### src/rtl/pbxu_pkg.sv
// ----------------------------------------------------------------------------
// pbxu_pkg: shared constants, types and helpers for the periodic box unwrapper
// Widths of the beat fields, the layout of one atom's stored entry and the
// signed saturation used for offsets and unwrapped coordinates.
// ----------------------------------------------------------------------------
package pbxu_pkg;

   // atom store depth, a power of two
   localparam int ATOM_COUNT = 4096;
   localparam int ADDR_W     = (ATOM_COUNT > 1) ? $clog2(ATOM_COUNT) : 1;

   // beat field widths
   localparam int INDEX_W    = 12;
   localparam int COORD_W    = 32;
   localparam int BOX_W      = 31;
   localparam int CUTOFF_W   = 17;
   localparam int FRAC_W     = 16;

   // threshold product cutoff * box and the exact compare width
   localparam int THR_W      = CUTOFF_W + BOX_W;
   localparam int CMP_W      = THR_W + 2;

   localparam logic [CUTOFF_W-1:0] CUTOFF_RESET = CUTOFF_W'(32768);
   localparam logic [ADDR_W-1:0]   LAST_ADDR    = ADDR_W'(ATOM_COUNT - 1);

   // one atom's entry in the store
   typedef struct packed {
      logic signed [COORD_W-1:0] prev_x;
      logic signed [COORD_W-1:0] prev_y;
      logic signed [COORD_W-1:0] off_x;
      logic signed [COORD_W-1:0] off_y;
   } entry_type;

   localparam int ENTRY_W = $bits(entry_type);

   // store address of an atom index (index modulo the store depth)
   function automatic logic [ADDR_W-1:0] store_addr(input logic [INDEX_W-1:0] idx);
      logic [INDEX_W+ADDR_W-1:0] wide;
      wide = {{ADDR_W{1'b0}}, idx};
      return wide[ADDR_W-1:0];
   endfunction

   // clamp a one-bit-grown sum to the signed coordinate range
   function automatic logic signed [COORD_W-1:0] sat_coord(
      input logic signed [COORD_W:0] v
   );
      logic signed [COORD_W-1:0] res;
      if (v[COORD_W] != v[COORD_W-1]) begin
         res = v[COORD_W] ? {1'b1, {(COORD_W-1){1'b0}}} : {1'b0, {(COORD_W-1){1'b1}}};
      end else begin
         res = v[COORD_W-1:0];
      end
      return res;
   endfunction

endpackage

### src/rtl/pbxu_axis.sv
// ----------------------------------------------------------------------------
// pbxu_axis: jump test and offset update for one axis
// Compares the displacement from the stored position against cutoff * box,
// moves the accumulated offset by one box length on a jump and clears it on start_frame.
// ----------------------------------------------------------------------------
module pbxu_axis (
   input  logic                               start_frame,
   input  logic signed [pbxu_pkg::COORD_W-1:0] pos,
   input  logic signed [pbxu_pkg::COORD_W-1:0] prev,
   input  logic signed [pbxu_pkg::COORD_W-1:0] off,
   input  logic [pbxu_pkg::BOX_W-1:0]          box,
   input  logic [pbxu_pkg::THR_W-1:0]          thr,
   output logic signed [pbxu_pkg::COORD_W-1:0] new_off
);
   import pbxu_pkg::*;

   logic signed [COORD_W:0]  disp;
   logic signed [CMP_W-1:0]  disp_scaled;
   logic signed [CMP_W-1:0]  thr_pos;
   logic signed [CMP_W-1:0]  thr_neg;
   logic                     jump_fwd;
   logic                     jump_bwd;
   logic signed [COORD_W:0]  off_minus;
   logic signed [COORD_W:0]  off_plus;

   // displacement at full precision, scaled to the threshold's fraction bits
   assign disp        = {pos[COORD_W-1], pos} - {prev[COORD_W-1], prev};
   assign disp_scaled = {disp[COORD_W], disp, {FRAC_W{1'b0}}};
   assign thr_pos     = {2'b00, thr};
   assign thr_neg     = -thr_pos;

   assign jump_fwd = disp_scaled > thr_pos;
   assign jump_bwd = disp_scaled < thr_neg;

   // both candidate offsets, picked by the jump direction
   assign off_minus = {off[COORD_W-1], off} - {2'b00, box};
   assign off_plus  = {off[COORD_W-1], off} + {2'b00, box};

   always_comb begin
      priority if (start_frame) begin
         new_off = '0;
      end else if (jump_fwd) begin
         new_off = sat_coord(off_minus);
      end else if (jump_bwd) begin
         new_off = sat_coord(off_plus);
      end else begin
         new_off = off;
      end
   end

endmodule

### config.mk
export PLATFORM = sky130hd
export DESIGN_NAME = pbxu_axis
export DESIGN_NICKNAME = d
export VERILOG_FILES = /design/src/rtl/pbxu_pkg.sv /design/src/rtl/pbxu_axis.sv
export SDC_FILE = /design/constraint.sdc
export NUM_CORES = 1
export LEC_CHECK = 0
export BUFFER_PORTS_ARGS = -buffer_cell sky130_fd_sc_hd__clkbuf_2
export CAP_MARGIN = 10
export CORE_ASPECT_RATIO = 1.2
export CORE_MARGIN = 5
export CORE_UTILIZATION = 31
export DETAILED_ROUTE_END_ITERATION = 8
export PLACE_DENSITY = 0.51
export SETUP_SLACK_MARGIN = 0.15
export SLEW_MARGIN = 20
export SYNTH_ARGS = -nofsm -noshare
export SYNTH_HDL_FRONTEND = slang
export SYNTH_SLANG_ARGS = --single-unit
### constraint.sdc
create_clock -name vclk -period 6.4
set_clock_uncertainty 0.05 [all_clocks]
set_input_delay 0.64 -clock vclk [all_inputs]
set_output_delay 0.64 -clock vclk [all_outputs]
set_load 0.1 [all_outputs]
After elaboration in Yosys (flattened, before gate mapping)
Cells that the tools add are included.
Storage, ports and cells
  bits in registers: 0
  latch bits: 0
  RAM bits: 0
  ROM bits: 0
  input port bits: 176
  memories kept: 0
Operators by class
  add/sub/neg operators: 4
  multiply operators: 0
  divide/modulo/power cells: 0
  $lt $le $gt $ge: 2
  equal/unequal tests: 2
  shift operators: 0
  muxes and demuxes: 7
  bitwise logic cells: 0
  reduce and logical (&&, ||, !) cells: 0
Operator list (number)
  32-bit two-way mux: 7
  32-bit by 32-bit subtractor with 33-bit output: 2
  49-bit by 50-bit less-than comparator with 1-bit output: 1
  48-bit negation with 50-bit output: 1
  49-bit > comparator: 1
  32-bit by 32-bit adder with 33-bit output: 1
  1-bit inequality test: 2

Logic depth before layout (Yosys ltp)
  depth in word-level cells: 6
  depth in mapped cells: 26

Worst setup path after synthesis
Ideal clock, no wire load.
  kind: input port to output port
  from: in pos[0] (netlist bit)
  to: out new_off[10] (netlist bit)
  arrival time: 7.652 ns
  path slack: -1.942 ns
  stages on the path: 26
  path buffers: 2
  path through: inv_1 -> ha_1 -> inv_1 -> fa_1 -> a211oi_2 -> o21ai_1 -> a221oi_2 -> a221oi_2 -> o41a_1 -> o21ai_0 -> nand2b_1 -> a21oi_1 -> xnor2_1 -> ha_1 -> a21o_1 -> a21o_1 -> a21oi_1 -> nand2b_1 -> or4b_1 -> o21bai_1 -> a311oi_4 -> a21o_1 -> buf_2 -> buf_4 -> nor2_1 -> o32ai_1
Between the ends
  longest elaborated chain between the ends: 5
RTL lines
  start: declaration: RTL line pbxu_axis.sv:8  | input logic signed [pbxu_pkg::COORD_W-1:0] pos,
  32-bit by 32-bit subtractor with 33-bit output *: RTL line pbxu_axis.sv:27  | assign disp = {pos[COORD_W-1], pos} - {prev[COORD_W-1], prev};
  49-bit by 50-bit less-than comparator with 1-bit output: RTL line pbxu_axis.sv:33  | assign jump_bwd = disp_scaled < thr_neg;
  32-bit two-way mux: RTL line pbxu_axis.sv:44  | end else if (jump_bwd) begin
  32-bit two-way mux *: RTL line pbxu_axis.sv:42  | end else if (jump_fwd) begin
  32-bit two-way mux *: RTL line pbxu_axis.sv:40  | priority if (start_frame) begin
  end: declaration: RTL line pbxu_axis.sv:13  | output logic signed [pbxu_pkg::COORD_W-1:0] new_off
Every way passes the cells marked *; elsewhere a longest branch is shown, timed or not.

Worst setup path after layout
  from: in pos[0] (netlist bit)
  to: out new_off[30] (netlist bit)
Same word-level chain as after synthesis.

==> flow_metrics.tcl <==
set metrics [dict create \
    synth_warnings 0 \
    drt-vias-per-instance 5.29 \
    antenna_found_initial 0 \
    holdWs_ns 1.75 \
    grtUsageTotal_pct 19.2 \
    clockPowerShare_pct 0 \
    wl_per_cell_um 16.5 \
    grt_overflow 0 \
    seqCellArea_um2 0 \
    nets 1875 \
    drt.antenna.violating_nets 0 \
    syn_inst 1202 \
    slew_violations 0 \
    seq_area_frac_synth_pct 0 \
    io_pins 208 \
    swShare_pct 57.1 \
    place.gp.congestion 0.944 \
    die_h_um 190 \
    p_sw_mw 1.27 \
    end_kind "output pin" \
    flops_and_latches 0 \
    p_int_mw 0.955 \
    cap_viol_max_count 0 \
    ir_drop_mv 0.106 \
    status "finished with violations" \
    required_ns 5.71 \
    area_delta_synth_final_pct 48.4 \
    drive_gt1_share_pct 32.4 \
    path_class "input port to output pin" \
    synth.net_count 1537 \
    grt_first_pass_wirelength_um 48900 \
    grt_max_degree 20 \
    final_core_util_pct 46.9 \
    synth_area_um2 8350 \
    hpwl_um 26700 \
    syn_avg_cell_area_um2 6.95 \
    start_util_pct 31.6 \
    layout_setup_ws_ns -0.233 \
    layout_min_cycle_time_ns 6.63 \
    violations "negative setup slack" \
    p_seq_share_pct 0 \
    dr.first_iter.drc_count 461 \
    first_global_vias 9863 \
    setup_viol 32 \
    n_antenna_cell 0 \
    slew_headroom_pct 28.0 \
    fin_crit_sh_pct 104 \
    leakagePower_nw 5.78 \
    fillers 2679 \
    worst-path-max-fanout 6 \
    die_w_um 160 \
    post-route-drc-count 0 \
    n_clock_buffer 0 \
    fp.coreArea_um2 26400 \
    p_total_mw 2.22 \
    fmax_mhz 151 \
    max_slew.worst_pin.slew_ns 1.08 \
    num_vias 9915 \
    startpoint_type "input port" \
    worstPathArrival_ns 5.94 \
    hold_viol_final 0 \
    grt_setup_unrepaired "yes" \
    rows 65 \
    first_pass_iters 5 \
    wirelength_um 31000 \
    cts_hold_buffers 0 \
    synthDistinctLibCells 85 \
    io_buffers 208 \
    power_frac_comb_pct 100.0 \
    powerDensity_nw_per_um2 179 \
    die-area_um2 30300 \
    hp-class "input port to output pin" \
]
## repair_timing
action / 4_1_cts / 5_1_grt
resized for setup: 43 / 27
buffers inserted: 13 / 8
endpoints found under the setup margin: 32 / 32
pin swaps: 48 / 13
gates cloned: 4 / 1
## power by group through the flow
stage	Combinational [mW]	Sequential [mW]	Clock (mW)
after floorplan	1.38	0	0
after global placement	2.07	0	0
after detailed placement	2.07	0	0
final	2.22	0	0
after global routing	2.38	0	0
after CTS	2.19	0	0
## worst paths after layout
check / slack, ns / depth (start not counted) / start / endpoint
max: -0.23 / 27 / pos[0] / new_off[30]
min: 1.75 / 4 / off[31] / new_off[31]
## logic make-up (layout without fill, tap and decap cells)
| kind of cell | after synthesis | after routing | share of synthesized area [%] |
|---|---|---|---|
| AOI/OAI and AO/OA | 405 | 406 | 34.1 |
| and+or+nand+nor | 349 | 349 | 21.1 |
| buffers and inverters | 182 | 517 | 9.02 |
| adders and majority gates | 159 | 159 | 24.1 |
| xor gates and xnor gates | 104 | 104 | 11.2 |
| muxes | 3 | 3 | 0.360 |
## Yosys cell counts (10+ instances only)
library cell	count	area, um^2
xor2_1	13	114
nand4_1	19	119
a31oi_1	11	68.8
ha_1	156	1950
o32ai_1	10	87.6
nand2_1	60	225
a21o_1	25	188
nand2b_1	20	125
o31ai_1	13	97.6
xnor2_1	89	780
nor3_1	43	215
buf_2	14	70.1
o21a_1	16	120
clkbuf_1	17	63.8
o21ai_0	60	300
a21oi_1	112	561
nand3_1	22	110
o211ai_1	19	143
o21bai_1	17	128
nor2b_1	15	93.8
and2_1	10	62.6
a211oi_1	33	248
nor2_1	103	387
inv_1	140	526
## stage by stage
step	setup TNS [ns]	worst slack, ns	cells	instance area, um^2
2_1_floorplan	-4.98	-0.333	1202	8920
3_3_place_gp	-9.80	-0.381	1847	11700
3_5_place_dp	-12.23	-0.464	1847	11700
4_1_cts	-6.40	-0.250	1864	12200
5_1_grt	-14.58	-0.512	1873	12400
6_report	-5.26	-0.233	1873	12400
## routing by layer
layer / part of all wire [%] / up-vias / global-route usage (%) / routed length (um)
li1: - / 5071 / - / -
met1: 43 / 4543 / 23.8 / 13300
met2: 50 / 261 / 36.4 / 15600
met3: 4.6 / 40 / 1.54 / 1440
met4: 2.4 / 0 / 3.64 / 731
met5: 0 / - / 0 / 0
## placed cells by master (no fill, tap or decap), types with 9 or more instances in the layout
cell type	synthesis	final
clkbuf_2	0	175
ha_1	156	153
buf_4	4	146
inv_1	140	138
a21oi_1	112	102
nor2_1	103	100
xnor2_1	89	87
nand2_1	60	60
o21ai_0	60	59
buf_12	0	37
nor3_1	43	36
a21o_1	25	24
nand3_1	22	22
nand2b_1	20	20
a211oi_1	33	20
o211ai_1	19	19
nand4_1	19	19
o21a_1	16	16
o21bai_1	17	16
o32ai_4	0	16
nor2b_1	15	15
xor2_1	13	13
a211oi_2	3	13
o31ai_1	13	10
and2_1	10	10
buf_6	5	10
a21oi_2	1	9
a31oi_1	11	9
## worst max-delay path: stages
cell and delay [ns]:
clkbuf_16 0.13, inv_12 0.04, ha_4 0.11, inv_2 0.03
fa_2 0.36, a211oi_4 0.28, o21ai_2 0.13, a221oi_4 0.31
a221oi_4 0.11, o41a_1 0.46, o21ai_1 0.14, nand2b_1 0.07
a21oi_2 0.16, xnor2_2 0.08, ha_2 0.18, a21o_1 0.16
a21o_1 0.16, a21oi_2 0.20, nand2b_1 0.10, or4b_4 0.49
o21bai_4 0.20, a311oi_4 0.30, a21o_4 0.16, buf_12 0.12
o211ai_1 0.13, a221oi_4 0.43, buf_12 0.22
## area by class of cell
type | instances | area [um^2] | area share, %
inverter | 142 | 546 | 4.40
timing repair buffer | 375 | 2990 | 24.1
tap | 335 | 419 | 3.38
multi-input combinational | 1021 | 8440 | 68.1
No activity file was read; power rests on OpenSTA's default activity.
